==> config.mk <==
export PLATFORM = sky130hd
export DESIGN_NAME = crcst_stage
export DESIGN_NICKNAME = d
export VERILOG_FILES = /design/src/crcst_pkg.sv /design/src/crcst_stage.sv
export SDC_FILE = /design/constraint.sdc
export NUM_CORES = 1
export LEC_CHECK = 0
export BUFFER_PORTS_ARGS = -buffer_cell sky130_fd_sc_hd__buf_2
export CORE_ASPECT_RATIO = 0.8
export CORE_UTILIZATION = 43
export CTS_BUF_LIST = sky130_fd_sc_hd__clkbuf_4
export DETAILED_ROUTE_END_ITERATION = 8
export SYNTH_ARGS = -nofsm -noshare
export SYNTH_HDL_FRONTEND = slang
export SYNTH_SLANG_ARGS = --single-unit
==> constraint.sdc <==
create_clock -name i_clk -period 6.21 [get_ports i_clk]
set_input_delay 0.3105 -clock i_clk [delete_from_list [all_inputs] [get_ports i_clk]]
set_output_delay 0.3105 -clock i_clk [all_outputs]
set_load 0.01 [all_outputs]
==> src/crcst_pkg.sv <==
// Shared types and constants for the CRC slice table entry generator.
// Used by crcst_stage, crc_slice_table_entry and crcst_chk; depends on nothing.
`timescale 1ns / 1ps

package crcst_pkg;

    localparam int CRC_WIDTH_DEF = 32;
    localparam int MAX_ROWS_DEF  = 8;

    localparam int ROW_W   = 3;
    localparam int BYTE_W  = 8;
    localparam int POLY_W  = 32;
    localparam int ENTRY_W = 32;
    localparam int CFG_IDX_W = 1;

    localparam logic [POLY_W-1:0] POLY_RESET = 32'h04C1_1DB7;
    localparam logic              REFL_RESET = 1'b1;

    // Configuration register indexes
    typedef enum logic [CFG_IDX_W-1:0] {
        CFG_POLYNOMIAL = 1'b0,
        CFG_REFLECTED  = 1'b1
    } t_cfg_idx;

    // Control that travels with each beat down the pipeline
    typedef struct packed {
        logic             valid;
        logic             refl;
        logic [ROW_W-1:0] row;
    } t_stage_ctl;

endpackage

==> src/crcst_stage.sv <==
// One pipeline stage: eight CRC shift steps for one byte position, if active.
// Depends on crcst_pkg.
`timescale 1ns / 1ps

module crcst_stage
    import crcst_pkg::*;
#(
    parameter int CRC_WIDTH = CRC_WIDTH_DEF,
    parameter int STAGE_IDX = 0
) (
    input  logic                 i_clk,
    input  logic                 i_rst_n,
    input  t_stage_ctl           i_up_ctl,
    input  logic [CRC_WIDTH-1:0] i_up_crc,
    output logic                 o_up_ready,
    input  logic [CRC_WIDTH-1:0] i_poly,
    output t_stage_ctl           o_dn_ctl,
    output logic [CRC_WIDTH-1:0] o_dn_crc,
    input  logic                 i_dn_ready
);

    localparam logic [ROW_W-1:0] STAGE_ROW = ROW_W'(STAGE_IDX);

    t_stage_ctl           r_ctl;
    logic [CRC_WIDTH-1:0] r_crc;
    logic [CRC_WIDTH-1:0] n_crc;
    logic                 w_active;

    // Take a new beat when empty or when the beat held here moves on
    assign o_up_ready = !r_ctl.valid || i_dn_ready;
    assign w_active   = (i_up_ctl.row >= STAGE_ROW);

    always_comb begin
        n_crc = i_up_crc;
        if (w_active) begin
            for (int k = 0; k < BYTE_W; k++) begin
                if (i_up_ctl.refl) begin
                    n_crc = (n_crc >> 1) ^ (n_crc[0] ? i_poly : '0);
                end else begin
                    n_crc = (n_crc << 1) ^ (n_crc[CRC_WIDTH-1] ? i_poly : '0);
                end
            end
        end
    end

    // Only the valid bit is reset; the payload follows it
    always_ff @(posedge i_clk) begin
        if (!i_rst_n) begin
            r_ctl.valid <= 1'b0;
        end else if (o_up_ready) begin
            r_ctl.valid <= i_up_ctl.valid;
        end
        if (o_up_ready) begin
            r_ctl.refl <= i_up_ctl.refl;
            r_ctl.row  <= i_up_ctl.row;
            r_crc      <= n_crc;
        end
    end

    assign o_dn_ctl = r_ctl;
    assign o_dn_crc = r_crc;

endmodule

==> run_results.csv, run 1 <==
group,metric,value,unit
die,dieHeight,160,microns
timing,post-route-min-period,5.61,ns
cells_and_area,drive_gt1_frac,0.167,
cells_and_area,nets,1983,
synth,syn-cell-area,13500,sq um
timing,finalSetupTns,0,ns
job,max_cap_violations,0,
clock_tree,post-cts-setup-buffers,0,
die,floorplan.die.width,200,microns
pwr,power_leakage,0.00551,uW
synth,synth_largest_area_cell,"edfxtp_1",
timing,final-setup-viol-count,0,
timing,fin_worst_hold_slack,0.102,ns
die,core_region_area,30600,sq um
synth,yosys_warnings,0,
placement,gpl.final_weighted_congestion,1.01,
pwr,power_density,251,nW/um^2
setup_path,setup_slack_of_the_worst_register_to_register_path,5.04,ns
route,wire_per_inst,26.7,microns
grt,wire_length_of_the_first_global_routing_pass,93100,microns
grt,use_met2,0.545,
route,drtAntennaViolNets,0,
timing,max_clock_freq,178,MHz
grt,groute.usage.overall,0.380,
grt,globalRouteOverflowTotal,0,
grt,first_global_vias,14686,
grt,grt-busiest-layer,"met1",
grt,grt.met3_usage,0.0955,
timing,finalCritPeriodShare,0.903,
clock_tree,clock_tree.htree_level_count,2,
synth,ys_top_cells_by_area,"edfxtp_1 (8.0%), xnor2_1 (8.0%), nand2_1 (6.1%), a211oi_1 (5.5%), a21oi_1 (5.4%)",
route,dr_total_vias,16531,
synth,synth.net_count,1953,
die,floorplan.initialDensity,0.440,
grt,met1_demand_to_capacity_share_in_global_routing,0.564,
setup_path,criticalPathCategory,"in -> reg",
setup_path,timing.rr.start,"o_dn_ctl[4]",
setup_path,worst_setup_path_end_kind,"register",
clock_tree,cts.repair.resized,0,
timing,worst_tran_pin_value,1.08,ns
timing,final_hold_vios,0,
clock_tree,cts-buffers-inserted,5,
route,drt_iter0_markers,2427,
synth,ys.flop_type,"edfxtp_1",
grt,grt_max_degree,89,
die,io_pins,110,
min_path,whs_endpoint,"o_dn_ctl[2]",
clock_tree,clock-sinks,37,
synth,postSynthRegisterBits,37,
die,dieArea,32000,sq um
die,num_rows,57,
synth,post_synth.cell_area_avg,7.16,sq um
synth,synth_edf_count,36,
clock_tree,cts_hold_buffers,0,
clock_tree,cts.reportedPaths.clkPinSlew,0.13,ns
timing,clock_skew,0.0180,ns
clock_tree,ctsRootBufferMaster,"clkbuf_4",
cells_and_area,fill_cells,3159,
synth,post_synth_inst_count,1881,
timing,grt_setup_unrepaired,"false",
grt,antenna_violations_before_repair,2,
timing,slew-limit-headroom,0.277,
route,drc,0,
setup_path,worstPathArrival,5.73,ns
clock_tree,clock_latency_reported_for_the_late_side_of_the_worst_skew_pair,0.37,ns
cells_and_area,areaGrowthSynthToFinish,7.62,%
synth,async_reset_ff_frac,0,
timing,drv_slew,0,
synth,synth.top_cell.area_share,0.0803,
clock_tree,tritoncts_clock_tree,"done",
min_path,timing.hold.worst_path_depth,1,
route,totalWireLength,62200,microns
placement,hpwlAfterDp,47700,microns
setup_path,worst_r2r_endpoint,"o_dn_crc[20]",
setup_path,required,6.33,ns
min_path,holdCritStartpoint,"i_up_ctl[2]",
route,routed_via_count_divided_by_cell_count,7.11,
min_path,worstHoldPathType,"in -> reg",
synth,synth_seq_area_share,0.0817,
synth,synth_cell_type_count,118,
route,detailedRoute.firstPassIterationCount,6,
setup_path,ff2ff_path_depth,2,
placement,buffers_added_on_ports,109,
setup_path,setup.worst_path.start_class,"input port",
clock_tree,cts-root-to-sink-buffers,2,
setup_path,largest_driver_fanout_on_the_critical_path,41,
outcome,outcome,"completed",
pwr,max-vdd-ir-drop,0.140,mV
[logic make-up (layout without fill, tap and decap cells)]
kind of cell           after synthesis  after routing  share of synthesized area
flip-flops                          37             37                     0.0817
AND/OR/NAND/NOR                    614            614                      0.237
AO/OA/AOI/OAI                      781            781                      0.439
other                                0              1                          0
multiplexers                        41             41                     0.0310
buffers and inverters              223            254                     0.0826
XOR/XNOR                           185            185                      0.128
[stage by stage]
stage	area [sq um]	utilization	std cells	total power (uW)	setup WS (ns)
floorplan	13500	-	1881	2490	1.71
global placement	14400	0.471	2317	3350	0.518
detailed placement	14400	0.471	2317	3370	0.371
CTS	14500	0.474	2325	3550	0.767
global route	14500	0.474	2326	3850	0.304
finish	14500	0.474	2326	3630	0.602
[flip-flops by register name (all words and copies together), names as in the netlist]
register / flops
o_dn_crc: 32
o_dn_ctl: 5
[routing by layer]
metal / share of wire / vias to the layer above
met3: 0.13 / 95
li1: - / 7359
met5: 0 / -
met2: 0.41 / 1077
met1: 0.43 / 8000
met4: 0.021 / 0
[synth_stat cells, types with 13 or more instances]
master and n:
a21o_1 22, a32o_1 15, nand4_1 23, o211ai_1 38
o211a_1 20, nor3_1 38, nand3b_1 17, and3b_1 16
nand3_1 64, nor2_1 80, a21boi_0 24, xnor2_1 123
edfxtp_1 36, buf_6 22, and2_1 22, a21bo_2 13
a211oi_1 98, a31oi_1 18, and3_1 36, inv_1 21
o21ai_0 85, clkbuf_1 96, a21oi_1 145, xor2_1 54
nand2b_1 14, a211o_1 40, nand2_1 219, o22ai_1 17
mux2i_1 35, buf_2 64, a22o_1 25
[worst max path at each step]
stage | from | depth (start not counted) | end
after CTS | i_up_crc[0] | 17 | o_dn_crc[25]
after floorplan | i_poly[31] | 17 | o_dn_crc[14]
final | i_up_crc[0] | 17 | o_dn_crc[25]
after detailed placement | i_up_crc[0] | 17 | o_dn_crc[25]
after global placement | i_up_crc[0] | 17 | o_dn_crc[25]
after global routing | i_up_crc[0] | 16 | o_dn_crc[25]
[worst max-delay path, cell delays in order]
cell      delay (ns)
buf_2           0.55
a21bo_2         0.29
a21oi_1         0.08
buf_4           0.23
a32oi_1         0.55
nor4_1          0.09
a31oi_1         0.31
and2_1          0.26
a32oi_1         0.20
a32o_1          0.39
nand2b_1        0.51
and4_1          0.39
nor3_2          0.45
a211oi_1        0.10
a211oi_1        0.63
o21ai_0         0.19
a21o_1          0.18
[report_power, final]
group	total (uW)	internal, uW	switching [uW]
Clock	172	85.2	86.7
Sequential	443	417	25.4
Combinational	3020	1160	1860
Total	3630	1660	1970
[layout make-up]
cell class / count / area, sq um / area share
multi-input combinational: 1621 / 11300 / 0.777
timing repair buffer: 220 / 1430 / 0.0984
sequential: 37 / 1100 / 0.0760
tap: 413 / 517 / 0.0356
inverter: 26 / 100 / 0.00690
clock inverter: 3 / 46.3 / 0.00319
clock buffer: 5 / 37.5 / 0.00259
antenna: 1 / 2.50 / 0.000173
[placed cells by master (no fill, tap or decap), types with 13 or more instances in the layout]
| cell type | count |
|---|---|
| and3b_1 | 16 |
| buf_2 | 108 |
| nand2b_1 | 13 |
| xnor2_1 | 123 |
| and2_1 | 22 |
| a21o_1 | 22 |
| a211o_1 | 40 |
| nand3b_1 | 17 |
| nand3_1 | 64 |
| mux2i_1 | 35 |
| o211a_1 | 20 |
| a211oi_1 | 98 |
| xor2_1 | 54 |
| a22o_1 | 25 |
| a31oi_1 | 17 |
| a32o_1 | 15 |
| a21oi_1 | 145 |
| inv_1 | 21 |
| a21bo_2 | 13 |
| nand4_1 | 23 |
| o21ai_0 | 85 |
| o211ai_1 | 38 |
| a21boi_0 | 24 |
| nor3_1 | 38 |
| edfxtp_1 | 36 |
| buf_4 | 108 |
| o22ai_1 | 17 |
| and3_1 | 36 |
| nand2_1 | 219 |
| nor2_1 | 80 |
(Power assumes the default switching activity.)
==> inputs of run 2 (changes only) <==
--- a/config.mk
+++ b/config.mk
@@ -7,7 +7,7 @@
 export LEC_CHECK = 0
 export BUFFER_PORTS_ARGS = -buffer_cell sky130_fd_sc_hd__buf_2
 export CORE_ASPECT_RATIO = 0.8
-export CORE_UTILIZATION = 43
+export CORE_UTILIZATION = 45
 export CTS_BUF_LIST = sky130_fd_sc_hd__clkbuf_4
 export DETAILED_ROUTE_END_ITERATION = 8
 export SYNTH_ARGS = -nofsm -noshare
==> run 2 against run 1 <==
Net effect: core utilization rose by 2.4 points; wire length fell by 0.44%; first-iteration DRC count fell by 1.5%; clock-buffer cell count is the same; clock power grew 28%; power is 2.6% higher; critical path depth up 1; flip-flop and latch count unchanged; maximum frequency shrank 1.2%; cell area increased by 0.78%; register-to-register slack hardly changed; largest cell class unchanged; highest routed layer is now met5.
==> run_results.csv, run 2 (synthesis results as in run 1) <==
group,metric,value,unit
setup_path,critical-path-top-cell-by-count,"buf_4",
clock_tree,tritoncts_clock_tree,"done",
pwr,power_density,255,nW/um^2
die,floorplan.die.width,195,microns
clock_tree,cts_hold_buffers,0,
setup_path,largest_driver_fanout_on_the_critical_path,33,
outcome,outcome,"completed",
route,detailedRoute.firstPassIterationCount,6,
cells_and_area,finalNonFillerCells,2303,
cells_and_area,flip_flop_count_of_the_largest_register_all_copies_and_words_added,32,
placement,hpwlAfterDp,46900,microns
clock_tree,ctsRootBufferMaster,"clkbuf_4",
route,routed_via_count_divided_by_cell_count,7.25,
timing,slew-limit-headroom,0.355,
grt,groute.usage.overall,0.397,
grt,wire_length_of_the_first_global_routing_pass,93600,microns
pwr,max-vdd-ir-drop,0.167,mV
clock_tree,cts.repair.resized,0,
clock_tree,cts-root-to-sink-buffers,2,
setup_path,cp_slowest_cell,"nor2_1",
grt,globalRouteOverflowTotal,0,
cells_and_area,most_common_cell_after_layout_fill_and_taps_aside,"nand2_1",
route,dr_total_vias,16688,
setup_path,criticalPathCategory,"in -> reg",
die,floorplan.initialDensity,0.459,
clock_tree,cts.reportedPaths.clkPinSlew,0.13,ns
cells_and_area,drive_gt1_frac,0.173,
timing,drv_slew,0,
timing,finalSetupTns,0,ns
timing,worst_tran_pin_value,0.963,ns
route,drtAntennaViolNets,0,
job,max_cap_violations,0,
setup_path,setup.worst_path.start_class,"input port",
setup_path,worst_setup_path_end_kind,"register",
die,io_pins,110,
clock_tree,clock_latency_reported_for_the_late_side_of_the_worst_skew_pair,0.38,ns
pwr,power_leakage,0.00559,uW
placement,place.detailed.instances,2294,
cells_and_area,areaGrowthSynthToFinish,8.45,%
setup_path,critical-path-max-stage-delay,0.62,ns
cells_and_area,fill_cells,2972,
die,dieArea,30600,sq um
timing,final-setup-viol-count,0,
clock_tree,post-cts-setup-buffers,0,
placement,gpl.final_weighted_congestion,1.06,
timing,final_hold_vios,0,
timing,max_clock_freq,176,MHz
timing,clock_skew,0.0149,ns
timing,finalCritPeriodShare,0.914,
setup_path,critPathTopFamily,"compound AO/OA/AOI/OAI gates",
setup_path,cp.buffers_inverters,4,
timing,fin_worst_hold_slack,0.0961,ns
grt,antenna_violations_before_repair,3,
placement,buffers_added_on_ports,109,
setup_path,worstPathArrival,5.88,ns
route,drc,0,
die,dieHeight,157,microns
grt,first_global_vias,14968,
route,wire_per_inst,26.9,microns
cells_and_area,mostFrequentLayoutCells,"nand2_1 (219), a21oi_1 (145), xnor2_1 (123)",
die,core_region_area,29400,sq um
cells_and_area,nets,1996,
die,num_rows,56,
route,drt_iter0_markers,2391,
timing,grt_setup_unrepaired,"false",
setup_path,sequence_of_cells_on_the_critical_path,"buf_2, a21boi_2, o221ai_1, o2111ai_2, a211o_1, buf_4, a21oi_1, a32oi_1, and3_1, nor2_1, buf_4, o32ai_1, a2bb2oi_1, and3_1, a211oi_1, buf_4, a22o_1, a211oi_1",
clock_tree,cts-buffers-inserted,5,
setup_path,required,6.41,ns
timing,post-route-min-period,5.68,ns
min_path,worstHoldPathType,"in -> reg",
clock_tree,clock_tree.htree_level_count,2,
grt,grt_max_degree,126,
clock_tree,clock-sinks,37,
cells_and_area,finish.utilization,0.498,
route,totalWireLength,61900,microns
[run 2: cell count changes in the layout (fill, tap and decap cells not counted), sizes merged]
cell / delta
inv: +1
buf: +13
clkinv: -1
bufinv: +1
clkinvlp: -1
[run 2: routing by layer]
metal  vias to the layer above  GRT usage  routed length, microns
met5                         -          0                       9
met4                         2     0.0885                    1560
met3                       131     0.0858                    8100
met2                      1193      0.594                   25600
met1                      7979      0.573                   26700
li1                       7383          -                       -
[run 2: cell type report]
type / count / area [sq um] / area share
Antenna cell: 1 / 2.50 / 0.000171
Clock buffer: 5 / 37.5 / 0.00257
Clock inverter: 3 / 68.8 / 0.00471
Inverter: 26 / 100 / 0.00685
Multi-Input combinational cell: 1621 / 11300 / 0.771
Sequential cell: 37 / 1100 / 0.0754
Tap cell: 377 / 472 / 0.0323
Timing Repair Buffer: 233 / 1560 / 0.107
[run 2: report_power, final]
group / internal [uW] / switching, uW / leakage [uW]
registers: 417 / 25.3 / 0.000382
logic: 1200 / 1870 / 0.00516
clock network: 127 / 93.9 / 0.0000558
[run 2: worst paths after layout]
| check | start | to | slack (ns) | depth (start not counted) |
|---|---|---|---|---|
| worst max-delay path | i_poly[0] | o_dn_crc[21] | 0.53 | 18 |
| worst min-delay path | i_up_ctl[1] | o_dn_ctl[1] | 0.1 | 1 |
| worst max register to register | o_dn_ctl[4] | o_dn_crc[19] | 5.03 | 2 |
| worst min register to register | o_dn_ctl[4] | o_dn_ctl[3] | 0.92 | 2 |
[run 2: through the flow]
stage / total power, uW / setup WS, ns / cell area [sq um]
2_1_floorplan: 2490 / 1.71 / 13500
3_3_place_gp: 3390 / 0.418 / 14500
3_5_place_dp: 3410 / 0.387 / 14500
4_1_cts: 3650 / 0.775 / 14600
5_1_grt: 3960 / 0.311 / 14600
6_report: 3730 / 0.532 / 14600
